==> config.mk <==
export PLATFORM = sky130hd
export DESIGN_NAME = onewire_temperature_reader_unit
export DESIGN_NICKNAME = d
export VERILOG_FILES = /design/src/hdl/owtr_pkg.sv /design/src/hdl/onewire_temperature_reader_unit.sv
export SDC_FILE = /design/constraint.sdc
export NUM_CORES = 1
export LEC_CHECK = 0
export BUFFER_PORTS_ARGS = -buffer_cell sky130_fd_sc_hd__buf_2
export CORE_ASPECT_RATIO = 2
export CORE_MARGIN = 3
export CORE_UTILIZATION = 47
export DETAILED_ROUTE_END_ITERATION = 6
export GPL_TIMING_DRIVEN = 0
export PLACE_DENSITY = 0.78
export SLEW_MARGIN = 20
export SYNTH_ARGS = -nofsm -noshare
export SYNTH_HDL_FRONTEND = slang
export SYNTH_SLANG_ARGS = --single-unit
==> constraint.sdc <==
create_clock -name aclk -period 27.8 [get_ports aclk]
set_input_delay 2.78 -clock aclk [delete_from_list [all_inputs] [get_ports aclk]]
set_output_delay 2.78 -clock aclk [all_outputs]
set_load 0.01 [all_outputs]
==> src/hdl/owtr_pkg.sv <==
// ---------------------------------------------------------------------------
// owtr_pkg
// Types and constants of the one-wire temperature reader.
// ---------------------------------------------------------------------------
package owtr_pkg;

    // Sequencer phases
    typedef enum logic [3:0] {
        PH_IDLE      = 4'd0,
        PH_RST_REL   = 4'd1,
        PH_RST_LOW   = 4'd2,
        PH_RST_WAIT  = 4'd3,
        PH_POLL      = 4'd4,
        PH_PRES_WAIT = 4'd5,
        PH_WR_SKIP   = 4'd6,
        PH_WR_CMD    = 4'd7,
        PH_CONV_WAIT = 4'd8,
        PH_READ      = 4'd9
    } phase_t;

    // Outcome codes
    typedef enum logic [1:0] {
        ST_OK          = 2'd0,
        ST_NO_PRESENCE = 2'd1,
        ST_CRC_ERROR   = 2'd2
    } status_t;

    // Register indexes
    localparam logic REG_RESET_LOW = 1'b0;
    localparam logic REG_CONV_WAIT = 1'b1;

    localparam logic [9:0]  RESET_LOW_DEFAULT = 10'd700;
    localparam logic [19:0] CONV_WAIT_DEFAULT = 20'd750000;

    // Bus commands
    localparam logic [7:0] CMD_SKIP_ROM = 8'hCC;
    localparam logic [7:0] CMD_CONVERT  = 8'h44;
    localparam logic [7:0] CMD_READ_SP  = 8'hBE;
    localparam logic [7:0] CRC_POLY     = 8'h8C;

    // Span lengths in ticks
    localparam logic [20:0] LEN_REL     = 21'd10;
    localparam logic [20:0] LEN_WAIT    = 21'd60;
    localparam logic [20:0] LEN_POLL    = 21'd10;
    localparam logic [20:0] LEN_PRES    = 21'd480;
    localparam logic [20:0] LEN_WR_SLOT = 21'd78;
    localparam logic [20:0] LEN_RD_SLOT = 21'd62;
    localparam logic [19:0] WR_LOW_END  = 20'd8;
    localparam logic [19:0] WR_DATA_END = 20'd68;
    localparam logic [19:0] RD_SAMPLE   = 20'd2;
    localparam logic [4:0]  POLL_MAX    = 5'd20;

    localparam int         SCRATCH_BYTES = 9;
    localparam logic [3:0] SCRATCH_LAST  = 4'(SCRATCH_BYTES - 1);

    // Scale of one raw LSB (1/16 degree) in units of 1e-4 degree
    localparam logic [20:0] TEMP_SCALE = 21'(10000 / 16);

endpackage

==> src/hdl/onewire_temperature_reader_unit.sv <==
// ---------------------------------------------------------------------------
// onewire_temperature_reader_unit
// One-wire bus master that runs a full temperature measurement, one word
// per microsecond tick.
// ---------------------------------------------------------------------------
// Usage:
//   The s_ channel carries one word per microsecond tick: start request and
//   sampled line level. Each accepted word advances the sequencer by one
//   tick and produces exactly one m_ word: line drive, busy, done, status
//   and temperature (valid on the done word).
//   The m_ word of an accepted s_ word is registered. A new word is
//   taken every cycle while s_tready is high; the whole tick is one pass
//   of logic between the state registers and the output register.
//   The output register holds a word while m_tready is low; s_tready then
//   drops until that word is taken, and it rises again in the same cycle
//   the receiver takes it.
//   Reset (aresetn low, synchronous) returns the sequencer to idle, empties
//   the output register and loads the default timing registers
//   (reset pulse 700 ticks, conversion wait 750000 ticks).
//   The APB port writes the timing registers at 0x0 and 0x4; write them
//   only while no measurement runs.
// ---------------------------------------------------------------------------
module onewire_temperature_reader_unit (
    input  logic        aclk,
    input  logic        aresetn,
    // input stream
    input  logic        s_tvalid,
    output logic        s_tready,
    input  logic [7:0]  s_tdata,   // [0] start_req, [1] line_high, [7:2] zero
    // result stream
    output logic        m_tvalid,
    input  logic        m_tready,
    output logic [31:0] m_tdata,   // [0] drive_low, [1] busy_res, [2] done_res,
                                   // [4:3] status, [25:5] temperature, [31:26] zero
    // configuration
    input  logic        psel,
    input  logic        penable,
    input  logic        pwrite,
    input  logic [2:0]  paddr,
    input  logic [31:0] pwdata,
    output logic [31:0] prdata,
    output logic        pready
);

    // Configuration registers
    logic [9:0]  reset_low_reg;
    logic [19:0] conv_wait_reg;

    // Sequencer state
    owtr_pkg::phase_t phase_reg, phase_next;
    logic [19:0] tick_reg, tick_next;
    logic [4:0]  poll_reg, poll_next;
    logic [2:0]  bit_reg, bit_next;
    logic [3:0]  byte_reg, byte_next;
    logic [7:0]  shift_reg, shift_next;
    logic [7:0]  crc_reg, crc_next;
    logic [7:0]  temp_low_reg, temp_low_next;
    logic [7:0]  temp_high_reg, temp_high_next;
    logic        second_reg, second_next;

    // Output register
    logic        m_valid_reg;
    logic [31:0] m_data_reg, m_data_next;

    logic s_accept;
    logic start_req, line_high;

    // Tick working signals
    owtr_pkg::phase_t ph_eff;
    logic [19:0] t_eff;
    logic [20:0] tick_inc;
    logic [20:0] span_len;
    logic        span_hit;
    logic [7:0]  cmd;
    logic        cmd_bit;
    logic        drive, done;
    owtr_pkg::status_t status;
    logic [20:0] temp;
    logic [15:0] raw;

    assign start_req = s_tdata[0];
    assign line_high = s_tdata[1];

    assign s_tready = !m_valid_reg || m_tready;
    assign s_accept = s_tvalid && s_tready;
    assign m_tvalid = m_valid_reg;
    assign m_tdata  = m_data_reg;
    assign pready   = 1'b1;

    // Register read mux
    always_comb begin
        if (paddr[2] == owtr_pkg::REG_CONV_WAIT) begin
            prdata = {12'd0, conv_wait_reg};
        end else begin
            prdata = {22'd0, reset_low_reg};
        end
    end

    // Configuration writes
    always_ff @(posedge aclk) begin
        if (!aresetn) begin
            reset_low_reg <= owtr_pkg::RESET_LOW_DEFAULT;
            conv_wait_reg <= owtr_pkg::CONV_WAIT_DEFAULT;
        end else if (psel && penable && pwrite && pready) begin
            if (paddr[2] == owtr_pkg::REG_CONV_WAIT) begin
                conv_wait_reg <= pwdata[19:0];
            end else begin
                reset_low_reg <= pwdata[9:0];
            end
        end
    end

    // Start decision and span timer
    always_comb begin
        ph_eff = phase_reg;
        t_eff  = tick_reg;
        if (phase_reg == owtr_pkg::PH_IDLE && start_req) begin
            ph_eff = owtr_pkg::PH_RST_REL;
            t_eff  = 20'd0;
        end
        tick_inc = {1'b0, t_eff} + 21'd1;
        unique case (ph_eff)
            owtr_pkg::PH_RST_REL:   span_len = owtr_pkg::LEN_REL;
            owtr_pkg::PH_RST_LOW:   span_len = {11'd0, reset_low_reg};
            owtr_pkg::PH_RST_WAIT:  span_len = owtr_pkg::LEN_WAIT;
            owtr_pkg::PH_POLL:      span_len = owtr_pkg::LEN_POLL;
            owtr_pkg::PH_PRES_WAIT: span_len = owtr_pkg::LEN_PRES;
            owtr_pkg::PH_WR_SKIP,
            owtr_pkg::PH_WR_CMD:    span_len = owtr_pkg::LEN_WR_SLOT;
            owtr_pkg::PH_CONV_WAIT: span_len = {1'b0, conv_wait_reg};
            owtr_pkg::PH_READ:      span_len = owtr_pkg::LEN_RD_SLOT;
            default:                span_len = 21'd0;
        endcase
        span_hit = tick_inc >= span_len;

        // command bit for write slots
        if (ph_eff == owtr_pkg::PH_WR_SKIP) begin
            cmd = owtr_pkg::CMD_SKIP_ROM;
        end else if (second_reg) begin
            cmd = owtr_pkg::CMD_READ_SP;
        end else begin
            cmd = owtr_pkg::CMD_CONVERT;
        end
        cmd_bit = cmd[bit_reg];
    end

    // Next state of the sequencer
    always_comb begin
        phase_next     = ph_eff;
        tick_next      = t_eff;
        poll_next      = poll_reg;
        bit_next       = bit_reg;
        byte_next      = byte_reg;
        shift_next     = shift_reg;
        crc_next       = crc_reg;
        temp_low_next  = temp_low_reg;
        temp_high_next = temp_high_reg;
        second_next    = second_reg;
        if (phase_reg == owtr_pkg::PH_IDLE && start_req) begin
            second_next = 1'b0;
        end
        if (ph_eff != owtr_pkg::PH_IDLE) begin
            tick_next = span_hit ? 20'd0 : tick_inc[19:0];
        end
        unique case (ph_eff)
            owtr_pkg::PH_RST_REL: begin
                if (span_hit) phase_next = owtr_pkg::PH_RST_LOW;
            end
            owtr_pkg::PH_RST_LOW: begin
                if (span_hit) phase_next = owtr_pkg::PH_RST_WAIT;
            end
            owtr_pkg::PH_RST_WAIT: begin
                if (span_hit) begin
                    phase_next = owtr_pkg::PH_POLL;
                    poll_next  = 5'd0;
                end
            end
            owtr_pkg::PH_POLL: begin
                if (span_hit) begin
                    if (!line_high) begin
                        phase_next = owtr_pkg::PH_PRES_WAIT;
                    end else begin
                        poll_next = poll_reg + 5'd1;
                        if (poll_next >= owtr_pkg::POLL_MAX) begin
                            phase_next = owtr_pkg::PH_IDLE;
                        end
                    end
                end
            end
            owtr_pkg::PH_PRES_WAIT: begin
                if (span_hit) begin
                    phase_next = owtr_pkg::PH_WR_SKIP;
                    bit_next   = 3'd0;
                end
            end
            owtr_pkg::PH_WR_SKIP,
            owtr_pkg::PH_WR_CMD: begin
                if (span_hit) begin
                    if (bit_reg == 3'd7) begin
                        bit_next = 3'd0;
                        if (ph_eff == owtr_pkg::PH_WR_SKIP) begin
                            phase_next = owtr_pkg::PH_WR_CMD;
                        end else if (second_reg) begin
                            phase_next = owtr_pkg::PH_READ;
                            byte_next  = 4'd0;
                            shift_next = 8'd0;
                            crc_next   = 8'd0;
                        end else begin
                            phase_next = owtr_pkg::PH_CONV_WAIT;
                        end
                    end else begin
                        bit_next = bit_reg + 3'd1;
                    end
                end
            end
            owtr_pkg::PH_CONV_WAIT: begin
                if (span_hit) begin
                    second_next = 1'b1;
                    phase_next  = owtr_pkg::PH_RST_REL;
                end
            end
            owtr_pkg::PH_READ: begin
                // sample point of the read slot
                if (t_eff == owtr_pkg::RD_SAMPLE) begin
                    shift_next = {line_high, shift_reg[7:1]};
                    if (byte_reg < owtr_pkg::SCRATCH_LAST) begin
                        crc_next = {1'b0, crc_reg[7:1]}
                                 ^ ((crc_reg[0] ^ line_high) ? owtr_pkg::CRC_POLY : 8'd0);
                    end
                end
                if (span_hit) begin
                    if (bit_reg == 3'd7) begin
                        bit_next = 3'd0;
                        if (byte_reg == 4'd0) temp_low_next = shift_next;
                        if (byte_reg == 4'd1) temp_high_next = shift_next;
                        if (byte_reg >= owtr_pkg::SCRATCH_LAST) begin
                            phase_next = owtr_pkg::PH_IDLE;
                        end else begin
                            byte_next = byte_reg + 4'd1;
                        end
                    end else begin
                        bit_next = bit_reg + 3'd1;
                    end
                end
            end
            default: begin
                phase_next = owtr_pkg::PH_IDLE;
            end
        endcase
    end

    // Result word of this tick
    always_comb begin
        drive  = 1'b0;
        done   = 1'b0;
        status = owtr_pkg::ST_OK;
        temp   = 21'd0;
        raw    = {temp_high_next, temp_low_next};
        unique case (ph_eff)
            owtr_pkg::PH_RST_LOW: drive = 1'b1;
            owtr_pkg::PH_POLL: begin
                if (span_hit && line_high && poll_next >= owtr_pkg::POLL_MAX) begin
                    done   = 1'b1;
                    status = owtr_pkg::ST_NO_PRESENCE;
                end
            end
            owtr_pkg::PH_WR_SKIP,
            owtr_pkg::PH_WR_CMD: begin
                drive = (t_eff < owtr_pkg::WR_LOW_END)
                     || (t_eff < owtr_pkg::WR_DATA_END && !cmd_bit);
            end
            owtr_pkg::PH_READ: begin
                drive = (t_eff == 20'd0);
                if (span_hit && bit_reg == 3'd7 && byte_reg >= owtr_pkg::SCRATCH_LAST) begin
                    done = 1'b1;
                    if (crc_next != shift_next || crc_next == 8'd0) begin
                        status = owtr_pkg::ST_CRC_ERROR;
                    end else if (raw[15:12] == 4'd0) begin
                        temp = 21'(raw[10:0]) * owtr_pkg::TEMP_SCALE;
                    end
                end
            end
            default: ;
        endcase
        m_data_next = {6'd0, temp, status, done,
                       (phase_next != owtr_pkg::PH_IDLE), drive};
    end

    // State and output registers
    always_ff @(posedge aclk) begin
        if (!aresetn) begin
            phase_reg     <= owtr_pkg::PH_IDLE;
            tick_reg      <= 20'd0;
            poll_reg      <= 5'd0;
            bit_reg       <= 3'd0;
            byte_reg      <= 4'd0;
            shift_reg     <= 8'd0;
            crc_reg       <= 8'd0;
            temp_low_reg  <= 8'd0;
            temp_high_reg <= 8'd0;
            second_reg    <= 1'b0;
            m_valid_reg   <= 1'b0;
        end else if (s_accept) begin
            phase_reg     <= phase_next;
            tick_reg      <= tick_next;
            poll_reg      <= poll_next;
            bit_reg       <= bit_next;
            byte_reg      <= byte_next;
            shift_reg     <= shift_next;
            crc_reg       <= crc_next;
            temp_low_reg  <= temp_low_next;
            temp_high_reg <= temp_high_next;
            second_reg    <= second_next;
            m_valid_reg   <= 1'b1;
        end else if (m_tready) begin
            m_valid_reg   <= 1'b0;
        end
    end

    always_ff @(posedge aclk) begin
        if (s_accept) begin
            m_data_reg <= m_data_next;
        end
    end

endmodule

==> flow_summary.toml <==
[status]
status = "completed"

[cells_and_area]
largest_reg_flops = 26
fill_cells = 1902
fin_cells = 1562
num_antenna_cells = 0
drive_gt1_share_pct = 13.5
final_nets = 1441
area_delta_synth_final_pct = 14.6

[clock_tree]
cts.sink_count = 125
clk_latency_ps = 430
cts_resized = 0
postCtsHoldBufs = 0
cts_tree = "built"
htreeDepth = 4
root_buffer = "clkbuf_16"
cts_setup_buffers = 0
ctsLongestPathBuffers = 2
cts_buffers = 17
clkTransAtPathRegs_ps = 60

[timing]
period_minus_slack_ps = 12670
fin_crit_sh_pct = 45.6
relSlewSlack_pct = 32.8
hold_viol = 0
worst_slew_pin_slew_ps = 997
fmax_ghz = 0.0789
setup_tns_ps = 0
finalMaxSlewViolations = 0
rsz0062_at_grt = "false"
skew_ps = 8.69
setup_violations = 0

[global_route]
grt_usage_pct = 25.6
grt_pass1_wl_mm = 44.6
grt_pass1_vias = 8899
grt-ovfl-total = 0
grt_max_degree = 30
antenna_found_initial = 0

[min_path]
hp-class = "flip-flop to flip-flop"
min_path_cells = 2
min_to = "temp_low_reg[3]$_SDFFE_PN0P_"
hold_path.startpoint = "temp_low_reg[3]$_SDFFE_PN0P_"

[die]
die_area_um2 = 22100
core-area_um2 = 19900
start_util_pct = 47.9
rows = 73
ios = 117
die_w_um = 107
fp.dieH_um = 207

[setup_path]
reg2reg_depth = 41
start_kind = "input pin"
rr_endpoint = "m_tdata[24]$_SDFFCE_PP0P_"
crit_slowest_cell = "a21oi_1"
rrSetupSlack_ps = 17030
cpMostUsedCell = "inv_1"
crit_family = "simple AND/OR/NAND/NOR gates"
path_max_fanout = 10
end_kind = "flip-flop"
arrival_ps = 12860
reg2reg_from = "phase_reg[2]$_SDFFE_PN0P_"
slowest_delay_ps = 570
worst-setup-path-type = "input pin to flip-flop"
path_buf_inv = 10
required_ps = 27980
cp-startpoint = "s_tdata[0]"

[place]
routabilityCongestion = 0.952
port_buffers = 76
hpwlAfterDp_mm = 22.2
dp_cells = 1530

[route]
num_vias = 9005
firstDrtPassIters = 6
final_antenna_net_count = 0
wirelength_mm = 28.0
via_per_inst = 5.77
avgRoutedWirePerCell_um = 17.9
drc_errors = 0
first_iter_violations = 561

[synth]
synth_cells = 1174
synth_area_leaders = "dfxtp_1, ha_1, edfxtp_1"
async_flop_share_pct = 0
synth-edff-count = 26
synth.largest_area_cell = "dfxtp_1"
synth.distinct_cells = 75
synth_top_area_share_pct = 20.8
avgSynthCellArea_um2 = 8.13
synth-main-ff-cell = "dfxtp_1"
syn_area_um2 = 9540
synth-seq-cells = 125
yosys_warnings = 0
seq_area_frac_synth_pct = 29.0

[power]
ir_drop_mv = 0.0424
power.density_nw_per_um2 = 43.7
power_w = 0.000478
p_leak_nw = 4.72

[flow_run]
max-cap-violations = 0
-- layer usage --
layer / vias to the layer above / global-route usage (%) / part of all wire [%]
li1: 4303 / - / -
met1: 4196 / 21.9 / 31
met2: 342 / 48.4 / 55
met3: 164 / 4.08 / 4.1
met4: 0 / 22.8 / 10
met5: - / 0 / 0
-- metrics by stage --
| stage | worst slack (ps) | hold slack, ps | cell area (um2) | util [%] |
|---|---|---|---|---|
| floorplan | 16690 | 440 | 9600 | - |
| global placement | 14790 | 449 | 10300 | 51.8 |
| detailed placement | 14670 | 459 | 10300 | 51.9 |
| CTS | 15090 | 467 | 10900 | 54.9 |
| global route | 14130 | 496 | 10900 | 54.9 |
| finish | 15130 | 466 | 10900 | 54.9 |
-- how the worst max path moves through the flow --
stage / end / slack (ps) / depth (start not counted)
after global placement: m_tdata[24]$_SDFFCE_PP0P_ / 14790 / 41
after detailed placement: m_tdata[24]$_SDFFCE_PP0P_ / 14670 / 41
after floorplan: m_tdata[24]$_SDFFCE_PP0P_ / 16690 / 39
final: m_tdata[24]$_SDFFCE_PP0P_ / 15130 / 41
after CTS: m_tdata[24]$_SDFFCE_PP0P_ / 15090 / 41
after global routing: m_tdata[24]$_SDFFCE_PP0P_ / 14130 / 39
-- worst reg2reg max path: cells and delay by family, from the launching register on --
kind / cells / cell delay, ps
compound gates: 8 / 2280
simple gates: 14 / 3260
flops: 1 / 430
fa+ha+maj: 8 / 2680
xor+xnor: 2 / 320
buf+inv: 9 / 1530
-- cells in the final DEF, fill, tap and decap left out, drive strengths merged, types with 8 or more instances in the layout --
master  instances
nand2         178
buf           109
dfxtp          99
ha             84
nor2           84
inv            72
clkbuf         71
nand3          66
a21oi          59
a21boi         54
o21ai          53
nor3           27
nor2b          26
edfxtp         26
mux2           24
fa             20
conb           19
and2           18
xor2           17
xnor2          17
nand4          15
a22oi          14
a31oi          12
or3            12
nand2b         11
and3           10
a21o            8
mux2i           8
-- where the power goes --
part           switching (W)  internal, W  total (W)
clock network      0.0000890     0.000136   0.000225
registers         0.00000260     0.000190   0.000192
logic              0.0000397    0.0000203  0.0000600
total               0.000131     0.000346   0.000478
-- cells in the mapped netlist, drive strengths merged (3+ instances only) --
cell type	instances
a2111oi	3
a21boi	54
a21o	8
a21oi	59
a221oi	3
a22o	6
a22oi	14
a311oi	3
a31oi	12
and2	18
and3	10
buf	32
clkbuf	50
dfxtp	99
edfxtp	26
fa	20
ha	84
inv	70
mux2	24
mux2i	8
nand2	178
nand2b	11
nand3	66
nand4	15
nor2	84
nor2b	26
nor3	27
nor3b	5
nor4	6
o211ai	5
o21ai	53
o221ai	3
o22ai	5
o31ai	4
or3	12
or4	6
xnor2	17
xor2	17
-- final cells by class --
| cell class | count | area (um2) | share of cell area (%) |
|---|---|---|---|
| plain buffers | 82 | 413 | 3.78 |
| clock buffers | 21 | 493 | 4.51 |
| clock inverters | 11 | 105 | 0.961 |
| inverters | 70 | 263 | 2.40 |
| multi-input cells | 914 | 6170 | 56.4 |
| flip-flops and latches | 125 | 2760 | 25.3 |
| well taps | 262 | 328 | 3.00 |
| repair buffers | 77 | 400 | 3.66 |
-- cell families (layout without fill, tap and decap cells) --
group	count (synthesis)	count (layout)	synth area share (%)
AOI/OAI and AO/OA	253	253	17.7
and+or+nand+nor	472	472	24.1
DFF	125	125	29.0
buffers and inverters	152	261	7.07
adders and majority gates	104	104	15.2
xor gates and xnor gates	34	34	3.12
other	2	19	0.0787
muxes	32	32	3.67
(Power assumes the default switching activity.)
